File: config.mk
export PLATFORM = sky130hd
export DESIGN_NAME = joystick_axis_scaler
export DESIGN_NICKNAME = d
export VERILOG_FILES = /design/src/rtl/core/jas_pkg.sv /design/src/rtl/core/jas_cfg.sv /design/src/rtl/core/jas_front.sv /design/src/rtl/core/jas_div.sv /design/src/rtl/core/jas_back.sv /design/src/rtl/core/joystick_axis_scaler.sv
export SDC_FILE = /design/constraint.sdc
export NUM_CORES = 1
export LEC_CHECK = 0
export CAP_MARGIN = 5
export CORE_MARGIN = 2
export CORE_UTILIZATION = 55
export DETAILED_ROUTE_END_ITERATION = 8
export DONT_BUFFER_PORTS = 1
export PLACE_DENSITY = 0.76
export SLEW_MARGIN = 10
export SYNTH_ARGS = -nofsm -noshare
export SYNTH_HDL_FRONTEND = slang
export SYNTH_SLANG_ARGS = --single-unit
File: constraint.sdc
create_clock -name clk -period 6.1 [get_ports clk]
set_clock_uncertainty 0.1 [all_clocks]
set_input_delay 0.305 -clock clk [delete_from_list [all_inputs] [get_ports clk]]
set_output_delay 0.305 -clock clk [all_outputs]
set_load 0.02 [all_outputs]
File: src/rtl/core/jas_pkg.sv
// shared types and constants for the joystick axis scaler
// no dependencies; imported by every module of the block
`default_nettype none

package jas_pkg;

    localparam int SAMPLE_W        = 16;
    localparam int OFFSET_W        = SAMPLE_W + 1;
    localparam int POS_W           = 8;
    localparam int DZ_W            = 5;
    localparam int QUO_W           = 7;
    localparam int STEPS_PER_STAGE = 2;
    localparam int DIV_STAGES      = (QUO_W + STEPS_PER_STAGE - 1) / STEPS_PER_STAGE;
    localparam int CFG_IDX_W       = 3;

    localparam logic [SAMPLE_W-1:0] CENTER_RST  = 16'h0000;
    localparam logic [SAMPLE_W-1:0] MINIMUM_RST = 16'h8001;
    localparam logic [SAMPLE_W-1:0] MAXIMUM_RST = 16'h7fff;

    localparam logic [POS_W-1:0] POS_MAX_MAG = 8'd127;
    localparam logic [POS_W-1:0] NEG_MAX_MAG = 8'd128;

    typedef enum logic [CFG_IDX_W-1:0] {
        REG_AXIS0_CENTER  = 3'd0,
        REG_AXIS0_MINIMUM = 3'd1,
        REG_AXIS0_MAXIMUM = 3'd2,
        REG_AXIS1_CENTER  = 3'd3,
        REG_AXIS1_MINIMUM = 3'd4,
        REG_AXIS1_MAXIMUM = 3'd5,
        REG_DEADZONE      = 3'd6
    } cfg_reg_t;

    typedef struct packed {
        logic [SAMPLE_W-1:0] center;
        logic [SAMPLE_W-1:0] minimum;
        logic [SAMPLE_W-1:0] maximum;
    } axis_cal_t;

    typedef struct packed {
        axis_cal_t [1:0]  axis;
        logic [DZ_W-1:0]  deadzone;
    } cfg_t;

    typedef struct packed {
        logic [SAMPLE_W-1:0] rem;
        logic [SAMPLE_W-1:0] divisor;
        logic [QUO_W-1:0]    quo;
        logic                neg;
        logic                sat;
        logic                zero;
    } div_t;

endpackage

`default_nettype wire

File: src/rtl/core/jas_cfg.sv
// calibration and deadzone register file
// depends on jas_pkg
`default_nettype none

module jas_cfg (
    input  wire logic                            clk,
    input  wire logic                            rst_n,
    input  wire logic                            cfg_we,
    input  wire logic [jas_pkg::CFG_IDX_W-1:0]   cfg_index,
    input  wire logic [jas_pkg::SAMPLE_W-1:0]    cfg_data,
    output jas_pkg::cfg_t                        cfg
);
    import jas_pkg::*;

    cfg_t cfg_reg;
    cfg_t cfg_next;

    always_comb
    begin
        cfg_next = cfg_reg;
        if (cfg_we)
        begin
            case (cfg_reg_t'(cfg_index))
                REG_AXIS0_CENTER:  cfg_next.axis[0].center  = cfg_data;
                REG_AXIS0_MINIMUM: cfg_next.axis[0].minimum = cfg_data;
                REG_AXIS0_MAXIMUM: cfg_next.axis[0].maximum = cfg_data;
                REG_AXIS1_CENTER:  cfg_next.axis[1].center  = cfg_data;
                REG_AXIS1_MINIMUM: cfg_next.axis[1].minimum = cfg_data;
                REG_AXIS1_MAXIMUM: cfg_next.axis[1].maximum = cfg_data;
                REG_DEADZONE:      cfg_next.deadzone        = cfg_data[DZ_W-1:0];
                default:           cfg_next = cfg_reg;
            endcase
        end
    end

    always_ff @(posedge clk or negedge rst_n)
    begin
        if (!rst_n)
        begin
            cfg_reg.axis[0].center  <= CENTER_RST;
            cfg_reg.axis[0].minimum <= MINIMUM_RST;
            cfg_reg.axis[0].maximum <= MAXIMUM_RST;
            cfg_reg.axis[1].center  <= CENTER_RST;
            cfg_reg.axis[1].minimum <= MINIMUM_RST;
            cfg_reg.axis[1].maximum <= MAXIMUM_RST;
            cfg_reg.deadzone        <= '0;
        end
        else
        begin
            cfg_reg <= cfg_next;
        end
    end

    assign cfg = cfg_reg;

endmodule

`default_nettype wire

File: src/rtl/core/jas_front.sv
// front end: offset from center, span select, magnitudes and saturation check
// two register stages; depends on jas_pkg
`default_nettype none

module jas_front (
    input  wire logic                          clk,
    input  wire logic                          rst_n,
    input  wire jas_pkg::cfg_t                 cfg,
    input  wire logic                          in_valid,
    output logic                               in_ready,
    input  wire logic [jas_pkg::SAMPLE_W-1:0]  raw_sample,
    input  wire logic                          axis_select,
    output logic                               out_valid,
    input  wire logic                          out_ready,
    output jas_pkg::div_t                      out_data
);
    import jas_pkg::*;

    axis_cal_t cal;

    logic                       s1_valid_reg;
    logic                       s1_ready;
    logic signed [OFFSET_W-1:0] off_reg;
    logic signed [OFFSET_W-1:0] off_next;
    logic signed [OFFSET_W-1:0] span_neg_reg;
    logic signed [OFFSET_W-1:0] span_neg_next;
    logic signed [OFFSET_W-1:0] span_pos_reg;
    logic signed [OFFSET_W-1:0] span_pos_next;

    logic                       s2_valid_reg;
    logic                       s2_ready;
    logic signed [OFFSET_W-1:0] span;
    logic [OFFSET_W-1:0]        off_abs;
    logic [OFFSET_W-1:0]        span_abs;
    div_t                       s2_data_reg;
    div_t                       s2_data_next;

    // stage 1: pick calibration, three parallel subtractions
    assign cal = cfg.axis[axis_select];

    assign off_next      = $signed({raw_sample[SAMPLE_W-1], raw_sample})
                         - $signed({cal.center[SAMPLE_W-1], cal.center});
    assign span_neg_next = $signed({cal.center[SAMPLE_W-1], cal.center})
                         - $signed({cal.minimum[SAMPLE_W-1], cal.minimum});
    assign span_pos_next = $signed({cal.maximum[SAMPLE_W-1], cal.maximum})
                         - $signed({cal.center[SAMPLE_W-1], cal.center});

    assign s1_ready = !s1_valid_reg || s2_ready;
    assign in_ready = s1_ready;

    always_ff @(posedge clk or negedge rst_n)
    begin
        if (!rst_n)
        begin
            s1_valid_reg <= 1'b0;
        end
        else if (s1_ready)
        begin
            s1_valid_reg <= in_valid;
        end
    end

    always_ff @(posedge clk)
    begin
        if (in_valid && s1_ready)
        begin
            off_reg      <= off_next;
            span_neg_reg <= span_neg_next;
            span_pos_reg <= span_pos_next;
        end
    end

    // stage 2: span by sign of offset, magnitudes, quotient overflow check
    assign span     = off_reg[OFFSET_W-1] ? span_neg_reg : span_pos_reg;
    assign off_abs  = off_reg[OFFSET_W-1] ? OFFSET_W'(-off_reg) : OFFSET_W'(off_reg);
    assign span_abs = span[OFFSET_W-1] ? OFFSET_W'(-span) : OFFSET_W'(span);

    always_comb
    begin
        s2_data_next.rem     = off_abs[SAMPLE_W-1:0];
        s2_data_next.divisor = span_abs[SAMPLE_W-1:0];
        s2_data_next.quo     = '0;
        s2_data_next.neg     = off_reg[OFFSET_W-1] ^ span[OFFSET_W-1];
        s2_data_next.zero    = (off_reg == '0) || (span == '0);
        s2_data_next.sat     = off_abs >= span_abs;
    end

    assign s2_ready = !s2_valid_reg || out_ready;

    always_ff @(posedge clk or negedge rst_n)
    begin
        if (!rst_n)
        begin
            s2_valid_reg <= 1'b0;
        end
        else if (s2_ready)
        begin
            s2_valid_reg <= s1_valid_reg;
        end
    end

    always_ff @(posedge clk)
    begin
        if (s1_valid_reg && s2_ready)
        begin
            s2_data_reg <= s2_data_next;
        end
    end

    assign out_valid = s2_valid_reg;
    assign out_data  = s2_data_reg;

endmodule

`default_nettype wire

File: src/rtl/core/jas_div.sv
// pipelined restoring divider for the scaled magnitude, two quotient bits in each
// stage but the last, which takes one; depends on jas_pkg
`default_nettype none

module jas_div (
    input  wire logic          clk,
    input  wire logic          rst_n,
    input  wire logic          in_valid,
    output logic               in_ready,
    input  wire jas_pkg::div_t in_data,
    output logic               out_valid,
    input  wire logic          out_ready,
    output jas_pkg::div_t      out_data
);
    import jas_pkg::*;

    // one quotient bit: shift remainder, subtract divisor when it fits
    function automatic div_t div_step(input div_t d);
        div_t                r;
        logic [SAMPLE_W:0]   dbl;
        logic [SAMPLE_W:0]   diff;
        logic                ge;
        r    = d;
        dbl  = {d.rem, 1'b0};
        diff = dbl - {1'b0, d.divisor};
        ge   = dbl >= {1'b0, d.divisor};
        r.rem = ge ? diff[SAMPLE_W-1:0] : dbl[SAMPLE_W-1:0];
        r.quo = {d.quo[QUO_W-2:0], ge};
        return r;
    endfunction

    div_t stage_in       [DIV_STAGES];
    logic stage_in_valid [DIV_STAGES];
    div_t stage_data_reg [DIV_STAGES];
    logic stage_valid_reg[DIV_STAGES];
    logic stage_ready    [DIV_STAGES];
    logic down_ready     [DIV_STAGES];

    assign stage_in[0]       = in_data;
    assign stage_in_valid[0] = in_valid;

    for (genvar s = 0; s < DIV_STAGES; s++)
    begin : g_stage
        localparam int LEFT  = QUO_W - s * STEPS_PER_STAGE;
        localparam int NSTEP = (LEFT < STEPS_PER_STAGE) ? LEFT : STEPS_PER_STAGE;

        div_t data_next;

        if (s > 0)
        begin : g_link
            assign stage_in[s]       = stage_data_reg[s-1];
            assign stage_in_valid[s] = stage_valid_reg[s-1];
        end

        if (s == DIV_STAGES - 1)
        begin : g_last
            assign down_ready[s] = out_ready;
        end
        else
        begin : g_mid
            assign down_ready[s] = stage_ready[s+1];
        end

        assign stage_ready[s] = !stage_valid_reg[s] || down_ready[s];

        always_comb
        begin
            data_next = stage_in[s];
            for (int k = 0; k < NSTEP; k++)
            begin
                data_next = div_step(data_next);
            end
        end

        always_ff @(posedge clk or negedge rst_n)
        begin
            if (!rst_n)
            begin
                stage_valid_reg[s] <= 1'b0;
            end
            else if (stage_ready[s])
            begin
                stage_valid_reg[s] <= stage_in_valid[s];
            end
        end

        always_ff @(posedge clk)
        begin
            if (stage_in_valid[s] && stage_ready[s])
            begin
                stage_data_reg[s] <= data_next;
            end
        end
    end

    assign in_ready  = stage_ready[0];
    assign out_valid = stage_valid_reg[DIV_STAGES-1];
    assign out_data  = stage_data_reg[DIV_STAGES-1];

endmodule

`default_nettype wire

File: src/rtl/core/jas_back.sv
// back end: clamp, deadzone, sign and the output register
// depends on jas_pkg
`default_nettype none

module jas_back (
    input  wire logic                       clk,
    input  wire logic                       rst_n,
    input  wire logic [jas_pkg::DZ_W-1:0]   deadzone,
    input  wire logic                       in_valid,
    output logic                            in_ready,
    input  wire jas_pkg::div_t              in_data,
    output logic                            out_valid,
    input  wire logic                       out_ready,
    output logic [jas_pkg::POS_W-1:0]       scaled_position
);
    import jas_pkg::*;

    logic [POS_W-1:0] dz;
    logic [POS_W-1:0] mag;
    logic [POS_W-1:0] mag_dz;
    logic [POS_W-1:0] pos_reg;
    logic [POS_W-1:0] pos_next;
    logic             valid_reg;

    // half width of the zone is six steps per deadzone unit
    assign dz = (POS_W'(deadzone) << 2) + (POS_W'(deadzone) << 1);

    always_comb
    begin
        if (in_data.zero)
        begin
            mag = '0;
        end
        else if (in_data.sat)
        begin
            mag = in_data.neg ? NEG_MAX_MAG : POS_MAX_MAG;
        end
        else
        begin
            mag = {1'b0, in_data.quo};
        end
        mag_dz   = (mag < dz) ? '0 : mag;
        pos_next = in_data.neg ? POS_W'(-mag_dz) : mag_dz;
    end

    assign in_ready = !valid_reg || out_ready;

    always_ff @(posedge clk or negedge rst_n)
    begin
        if (!rst_n)
        begin
            valid_reg <= 1'b0;
        end
        else if (in_ready)
        begin
            valid_reg <= in_valid;
        end
    end

    always_ff @(posedge clk)
    begin
        if (in_valid && in_ready)
        begin
            pos_reg <= pos_next;
        end
    end

    assign out_valid       = valid_reg;
    assign scaled_position = pos_reg;

endmodule

`default_nettype wire

File: src/rtl/core/joystick_axis_scaler.sv
// joystick axis scaler top level: register file, front end, divider, back end
// depends on jas_pkg, jas_cfg, jas_front, jas_div, jas_back
//
// usage
//   input channel in_valid/in_ready carries raw_sample and axis_select; each
//   request gives one scaled_position on the out_valid/out_ready channel, in
//   order. calibration and deadzone are set through cfg_we/cfg_index/cfg_data
//   while no request is in flight; an index of 7 is ignored
//   seven register stages: two front end stages, four divider stages (two
//   quotient bits each, one in the last) and the output register
//   a request can enter every cycle, one result per cycle while the receiver
//   keeps out_ready high
//   when out_ready is low the output register holds its result and requests
//   keep entering until every stage is full, then in_ready drops; nothing is
//   lost or repeated
//   reset clears all stage valid bits and loads the calibration defaults:
//   center 0, minimum -32767, maximum 32767, deadzone 0
`default_nettype none

module joystick_axis_scaler (
    input  wire logic                         clk,
    input  wire logic                         rst_n,
    input  wire logic                         cfg_we,
    input  wire logic [jas_pkg::CFG_IDX_W-1:0] cfg_index,
    input  wire logic [jas_pkg::SAMPLE_W-1:0]  cfg_data,
    input  wire logic                         in_valid,
    output logic                              in_ready,
    input  wire logic [jas_pkg::SAMPLE_W-1:0]  raw_sample,
    input  wire logic                         axis_select,
    output logic                              out_valid,
    input  wire logic                         out_ready,
    output logic [jas_pkg::POS_W-1:0]          scaled_position
);
    import jas_pkg::*;

    cfg_t cfg;
    logic front_valid;
    logic div_ready;
    div_t front_data;
    logic div_valid;
    logic back_ready;
    div_t div_data;

    jas_cfg u_cfg (
        .clk       (clk),
        .rst_n     (rst_n),
        .cfg_we    (cfg_we),
        .cfg_index (cfg_index),
        .cfg_data  (cfg_data),
        .cfg       (cfg)
    );

    jas_front u_front (
        .clk         (clk),
        .rst_n       (rst_n),
        .cfg         (cfg),
        .in_valid    (in_valid),
        .in_ready    (in_ready),
        .raw_sample  (raw_sample),
        .axis_select (axis_select),
        .out_valid   (front_valid),
        .out_ready   (div_ready),
        .out_data    (front_data)
    );

    jas_div u_div (
        .clk       (clk),
        .rst_n     (rst_n),
        .in_valid  (front_valid),
        .in_ready  (div_ready),
        .in_data   (front_data),
        .out_valid (div_valid),
        .out_ready (back_ready),
        .out_data  (div_data)
    );

    jas_back u_back (
        .clk             (clk),
        .rst_n           (rst_n),
        .deadzone        (cfg.deadzone),
        .in_valid        (div_valid),
        .in_ready        (back_ready),
        .in_data         (div_data),
        .out_valid       (out_valid),
        .out_ready       (out_ready),
        .scaled_position (scaled_position)
    );

endmodule

`default_nettype wire

-- Yosys cells after proc, flatten, opt, wreduce, memory -nomap -nowiden
Memory sizes are Yosys's and may differ from the RTL's.
Cells that the tools add are included.
Widths: inputs -> output; s select.
- memories kept: 1
- register bits after elaboration: 202
- bits in writable memories: 168
- latch bits: 0
- memory bits (read-only): 0
- logic and storage cells: 112
- output and inout port bits: 10
- input bits: 41
- magnitude comparators: 10
- bitwise logic cells: 1
- eq/ne operators: 6
- add/subtract/negate cells: 14
- multiplexer cells: 25
- reduce and logical (&&, ||, !) cells: 32
- multipliers: 0
- shift-type cells: 0
- divide/modulo/power cells: 0
- memory list (name ; words ; width ; read ports ; clocked after Yosys merged registers in ; write ports ; line ; source):
    u_div.stage_data_reg ; 4 ; 42 ; 4 ; 0 ; 4 ; jas_div.sv:34 ; div_t stage_data_reg [DIV_STAGES];
- operators by type and width (operator ; count):
    $ge 17x16->1 ; 7
    $mux 16 ; 7
    $sub 16x16->16 ; 7
    $mux 48 ; 2
    $mux 17 ; 3
    $sub 16x16->17 ; 3
    $mux 8 ; 5
    $logic_not 17->1 ; 2
    $neg 17->17 ; 2
    $ge 17x17->1 ; 1
    $reduce_and 2->1 ; 7
    $eq 3x3->1 const B ; 3
    $add 7x6->8 ; 1
    $logic_or 1x1->1 ; 8
    $lt 8x8->1 ; 1
    $mux 1 ; 8
    $neg 8->8 ; 1
    $logic_and 1x1->1 ; 7
    $logic_not 1->1 ; 7
    $eq 3x2->1 const B ; 2
    $eq 3x1->1 const B ; 1
    $logic_not 3->1 ; 1
    $lt 1x2->1 const B ; 1
    $xor 1x1->1 ; 1

-- Logic depth before layout (Yosys ltp)
Gate-level depths: netlist (run 1).
- depth after elaboration: 9
- depth in mapped cells: 23

-- Hierarchy
From an unflattened synthesis (run 1), not the netlist that was laid out.
- cell total of the unflattened synthesis: 2043
- area total of the unflattened synthesis: 23411.2 µm²
- modules (own cells, without submodules) (module ; cells each ; seq. area each (µm²) ; area each (µm²) ; instances):
    jas_div ; 1068 ; 4874.7 ; 11544.8 ; 1
    jas_front ; 648 ; 2632.5 ; 6816.5 ; 1
    jas_cfg ; 219 ; 2570.0 ; 4020.1 ; 1
    jas_back ; 108 ; 265.3 ; 1029.7 ; 1

-- Least setup slack after synthesis (run 1)
OpenSTA, ideal clock, no wires.
- kind: reg-to-reg
- from: mem u_div.stage_data_reg[0][11] (netlist name)
- to: mem u_div.stage_data_reg[1][35] (netlist name) (data pin)
- cell stages (with the launch flop): 23
- setup time: 260 ps
- slack: 1212 ps
- arrival: 4528 ps
- cell sequence: edfxtp_1 -> inv_1 -> ha_1 -> nor2b_1 -> o31a_1 -> o211ai_2 -> a31oi_2 -> o21ai_4 -> clkbuf_1 -> mux2i_1 -> inv_1 -> ha_1 -> a211oi_1 -> o21ai_0 -> o21ai_0 -> a31oi_1 -> a31oi_1 -> o21ai_0 -> inv_1 -> and2_1 -> buf_6 -> buf_6 -> mux2_4
- RTL lines (element ; line):
    start: declaration ; jas_div.sv:34

==> results.ini, run 1 <==
[place]
place_worst_setup_slack_ns=0.590
place.gp.congestion=0.920
portBuffers=0
dpl.cell_count=2379
dp_hpwl_um=36300

[route]
wl_um=47900
vias_per_cell=5.91
wl_per_cell_um=19.4
vias=14600
dr.pass1.iters=5
drc=0
detail-route-antenna-nets=0
drt_iter0_markers=929

[logic_synthesis]
syn-cell-area_um2=21100
syn-num-nets=2128
synth_ff_type=edfxtp_1
yosysSeqAreaShare_pct=44.5
synth_edf_count=221
yosys_warnings=0
ys_types=80
syn_inst=1892
avgSynthCellArea_um2=11.1
synth_seq_cells=329
async_flop_share_pct=32.8

[finish]
layout.cells.non_filler=2464
diodes=0
areaGrowthSynthToFinish_pct=9.40
nFillCells=2933
final_layout_size_suffix_gt1_share_pct=16.0
final_cell_mix=edfxtp_1 (221), ha_1 (188), inv_1 (148)
mostFrequentLayoutCell=edfxtp_1
nNetsFinal=2162
largest_reg_flops=127

[worst_setup_path]
cp_max_fo=16
crit_arrival_ns=5.78
worstSetupPathType=reg2reg
cp-start-kind=register
critPathCaptureType=register
critPathRequiredTime_ns=6.28

[cts]
cts_tree=yes
root_buffer=clkbuf_16
numCtsBuffers=36
clkSinkCount=329
insertion_delay_ns=0.54
cts_setup_buffers=0
clockBufferDepth=3
htree_levels=2
cts.clk_slew.worst_paths_ns=0.06

[sta]
fin_ws_ns=0.504
hold_violations=0
rsz0062_at_grt=false
setup_viol=0
drv_slew=0
worst_slew_pin_slew_ns=1.23
min_period_ns=5.60
final.period_utilization_pct=91.7
fmax_mhz=179
max_slew_margin_pct=17.3
whs_ns=0.0492
tns_ns=0

[floorplan]
rows=71
fp.dieArea_um2=39900
io_pins=51
start_util_pct=56.0
core_um2=37700
die_h_um=200
die_w_um=200

[global_route]
overflow=0
first_global_vias=14400
grt_max_degree=109
antenna_found_initial=0
grt_use_total_pct=24.1
grt_pass1_wl_um=75100

[status]
status=complete, no violations

[min_path]
worst_hold_path_type=in2reg

[run]
drv_cap=0

## kinds of logic after synthesis
group                      count (synthesis)  synth area share (%)
buffers and inverters                    186                  3.56
and+or+nand+nor                          426                  10.1
muxes                                    226                  12.1
DFF                                      329                  44.5
adders and majority gates                195                  11.8
xor gates and xnor gates                 141                  5.86
AOI/OAI and AO/OA                        389                  12.0
## metrics by stage
| step | util (%) | cell area (µm²) |
|---|---|---|
| 5_1_grt | 61.2 | 23100 |
| 4_1_cts | 61.2 | 23100 |
| 2_1_floorplan | - | 21100 |
| 3_5_place_dp | 57.6 | 21700 |
| 3_3_place_gp | 57.6 | 21700 |
| 6_report | 61.2 | 23100 |
## final timing paths
path | from | end | slack [ns] | depth (start not counted)
setup / recovery | u_div.stage_data_reg[0][11] | u_div.stage_data_reg[1][34] | 0.50 | 20
hold / removal | raw_sample[5] | u_front.off_reg[5] | 0.05 | 2
setup reg to reg | u_div.stage_data_reg[0][11] | u_div.stage_data_reg[1][34] | 0.50 | 20
hold reg to reg | u_div.stage_data_reg[1][2] | u_div.stage_data_reg[2][2] | 0.32 | 0
max in group asynchronous | rst_n | u_cfg.cfg[19] | 5.21 | 2
min in group asynchronous | rst_n | u_back.out_valid | 0.23 | 2
## cell usage after synthesis, types with 47 or more instances
cell	instances	area [µm²]
inv_1	148	556
dfrtp_1	74	1850
mux2_2	144	1620
nand2_1	105	394
mux2i_1	53	531
a21oi_1	109	546
o21ai_0	89	445
edfxtp_1	221	6640
nor2_1	95	357
xor2_1	47	412
xnor2_1	94	823
ha_1	188	2350
## critical path: stages, from the launching register on
cell and delay, ns:
edfxtp_1 0.52, inv_1 0.16, ha_1 0.33, nor2b_1 0.15, o31a_1 0.32, o211ai_2 0.23
a31oi_2 0.14, o21ai_4 0.42, mux2i_1 0.35, inv_1 0.07, ha_1 0.34, a211oi_1 0.29
o21ai_0 0.12, o21ai_0 0.25, a31oi_1 0.19, a31oi_1 0.29, o21ai_0 0.19, inv_1 0.11
and2_1 0.14, buf_4 0.25, mux2_2 0.37
## layout make-up
type                    count  area (µm²)  area share [%]
repair buffers             33         315            1.37
inverters                 149         562            2.44
flip-flops and latches    329        9380            40.7
clock buffers              44         951            4.12
well taps                 511         639            2.77
multi-input cells        1377       11000            47.7
clock inverters            21         215           0.933
## layer usage
layer  global-route usage (%)  vias to the layer above  wire (µm)
met4                     9.41                        0       1810
met3                     3.36                       99       1960
met1                     29.8                     7130      20200
met2                     42.6                      357      23900
li1                         -                     6986          -
met5                        0                        -          0
## what timing repair did
action / CTS / global route
hold endpoints to repair: 212 / 0
gates resized for setup: 0 / 0
hold buffers: 20 / 0
Power of run 1 is left out: the tool's default activity adds up to more than one toggle a clock period on the data nets, which glitch-free logic cannot reach.
==> run 2, diff against run 1 <==
Settings changed: PLACE_DENSITY 0.76 to 0.7.
==> results.ini, run 2 (synthesis results as in run 1) <==
[status]
status=complete, no violations

[floorplan]
start_util_pct=56.0
die_w_um=200
core_um2=37700
rows=71
io_pins=51
die_h_um=200
fp.dieArea_um2=39900

[finish]
diodes=0
nNetsFinal=2166
largest_reg_flops=127
nFillCells=3041
final_layout_size_suffix_gt1_share_pct=16.3
mostFrequentLayoutCell=edfxtp_1
areaGrowthSynthToFinish_pct=10.2
final_cell_mix=edfxtp_1 (221), ha_1 (188), inv_1 (148)

[global_route]
first_global_vias=14300
grt_max_degree=109
grt_use_total_pct=24.6
overflow=0
antenna_found_initial=2
grt_pass1_wl_um=76000

[place]
place.gp.congestion=0.939
portBuffers=0
dp_hpwl_um=36900

[sta]
fmax_mhz=182
rsz0062_at_grt=false
setup_viol=0
min_period_ns=5.51
tns_ns=0
worst_slew_pin_slew_ns=1.17
drv_slew=0
max_slew_margin_pct=21.8
final.period_utilization_pct=90.3
hold_violations=0

[route]
met1_length_um=20800
wl_um=48200
dr_wl_met3_um=2300
top_layer=met5
vias_per_cell=5.83
drt_iter0_markers=869
dr.pass1.iters=6
wl_per_cell_um=19.5
routed-wl-met2_um=23600
detail-route-antenna-nets=0
drc=0
vias=14400

[worst_setup_path]
crit_path_start=u_div.stage_data_reg[0][11]
cp_max_fo=18
path_cells=inv_1 -> ha_1 -> nor2b_1 -> o31a_1 -> o211ai_2 -> a31oi_2 -> o21ai_4 -> buf_4 -> mux2_2 -> ha_1 -> a21o_1 -> a21oi_1 -> buf_4 -> a31oi_1 -> a31oi_1 -> o21ai_0 -> inv_1 -> and2_1 -> buf_12 -> mux2_2
cp.depth=20
r2r-end=u_div.stage_data_reg[1][28]
cp_top_family=compound AO/OA/AOI/OAI gates
r2r_cells=20
rr_startpoint=u_div.stage_data_reg[0][11]
r2r_slack_ns=0.59
worst_path_max_delay_cell=edfxtp_1
critPathRequiredTime_ns=6.30
worstSetupPathType=reg2reg
crit_arrival_ns=5.71
worst-path-buf-inv=5
cp-start-kind=register
max_stage_delay_ns=0.46
crit_end=u_div.stage_data_reg[1][28]
critPathCaptureType=register

[cts]
clkSinkCount=329
htree_levels=2
insertion_delay_ns=0.56
cts_tree=yes
cts.clk_slew.worst_paths_ns=0.06
numCtsBuffers=38
cts-resized-gates=0
clockBufferDepth=3
root_buffer=clkbuf_16

[run]
drv_cap=0

[min_path]
worst_hold_path_type=in2reg
min_from=cfg_index[0]

## run 2: cell count changes in the layout (fill, tap and decap cells not counted), sizes merged
cell,change
inv,+2
clkinv,-3
clkbuf,+7
dlygate4sd3,+2
clkinvlp,-3
## run 2: stage by stage
step           cells  utilization (%)  setup WS, ns  hold slack, ns  cell area [µm²]
6_report        2469             61.7         0.593          0.0346            23200
5_1_grt         2469             61.7         0.274          0.0151            23200
4_1_cts         2469             61.7         0.632         0.00643            23200
3_5_place_dp    2379             57.6         0.651         -0.0889            21700
3_3_place_gp    2379             57.6         0.778         -0.0885            21700
2_1_floorplan   1892                -          1.21         -0.0906            21100
## run 2: layout make-up
class	instances	area (µm²)	area share, %
inverters	149	562	2.42
clock buffers	51	1120	4.84
flip-flops and latches	329	9380	40.4
repair buffers	35	348	1.50
multi-input cells	1377	11000	47.3
clock inverters	17	186	0.802
well taps	511	639	2.75
## run 2: what timing repair did
action,CTS,global route
hold buffers,22,0
setup buffers,0,0
hold endpoints to repair,212,0
endpoints found under the setup margin,0,0
## run 2: worst min-delay path by stage
stage,end,cells past startpoint
global placement,u_cfg.cfg[23],0
finish,u_cfg.cfg[43],2
detailed placement,u_cfg.cfg[23],0
CTS,u_front.off_reg[2],2
floorplan,u_back.out_valid,0
global route,u_cfg.cfg[43],2
## run 2: layer usage
layer	global-route usage, %	vias to the layer above
met1	31.3	7009
met5	0	-
li1	-	6983
met4	8.42	2
met3	4.57	82
met2	42.3	318
Power of run 2 is left out for the same reason.
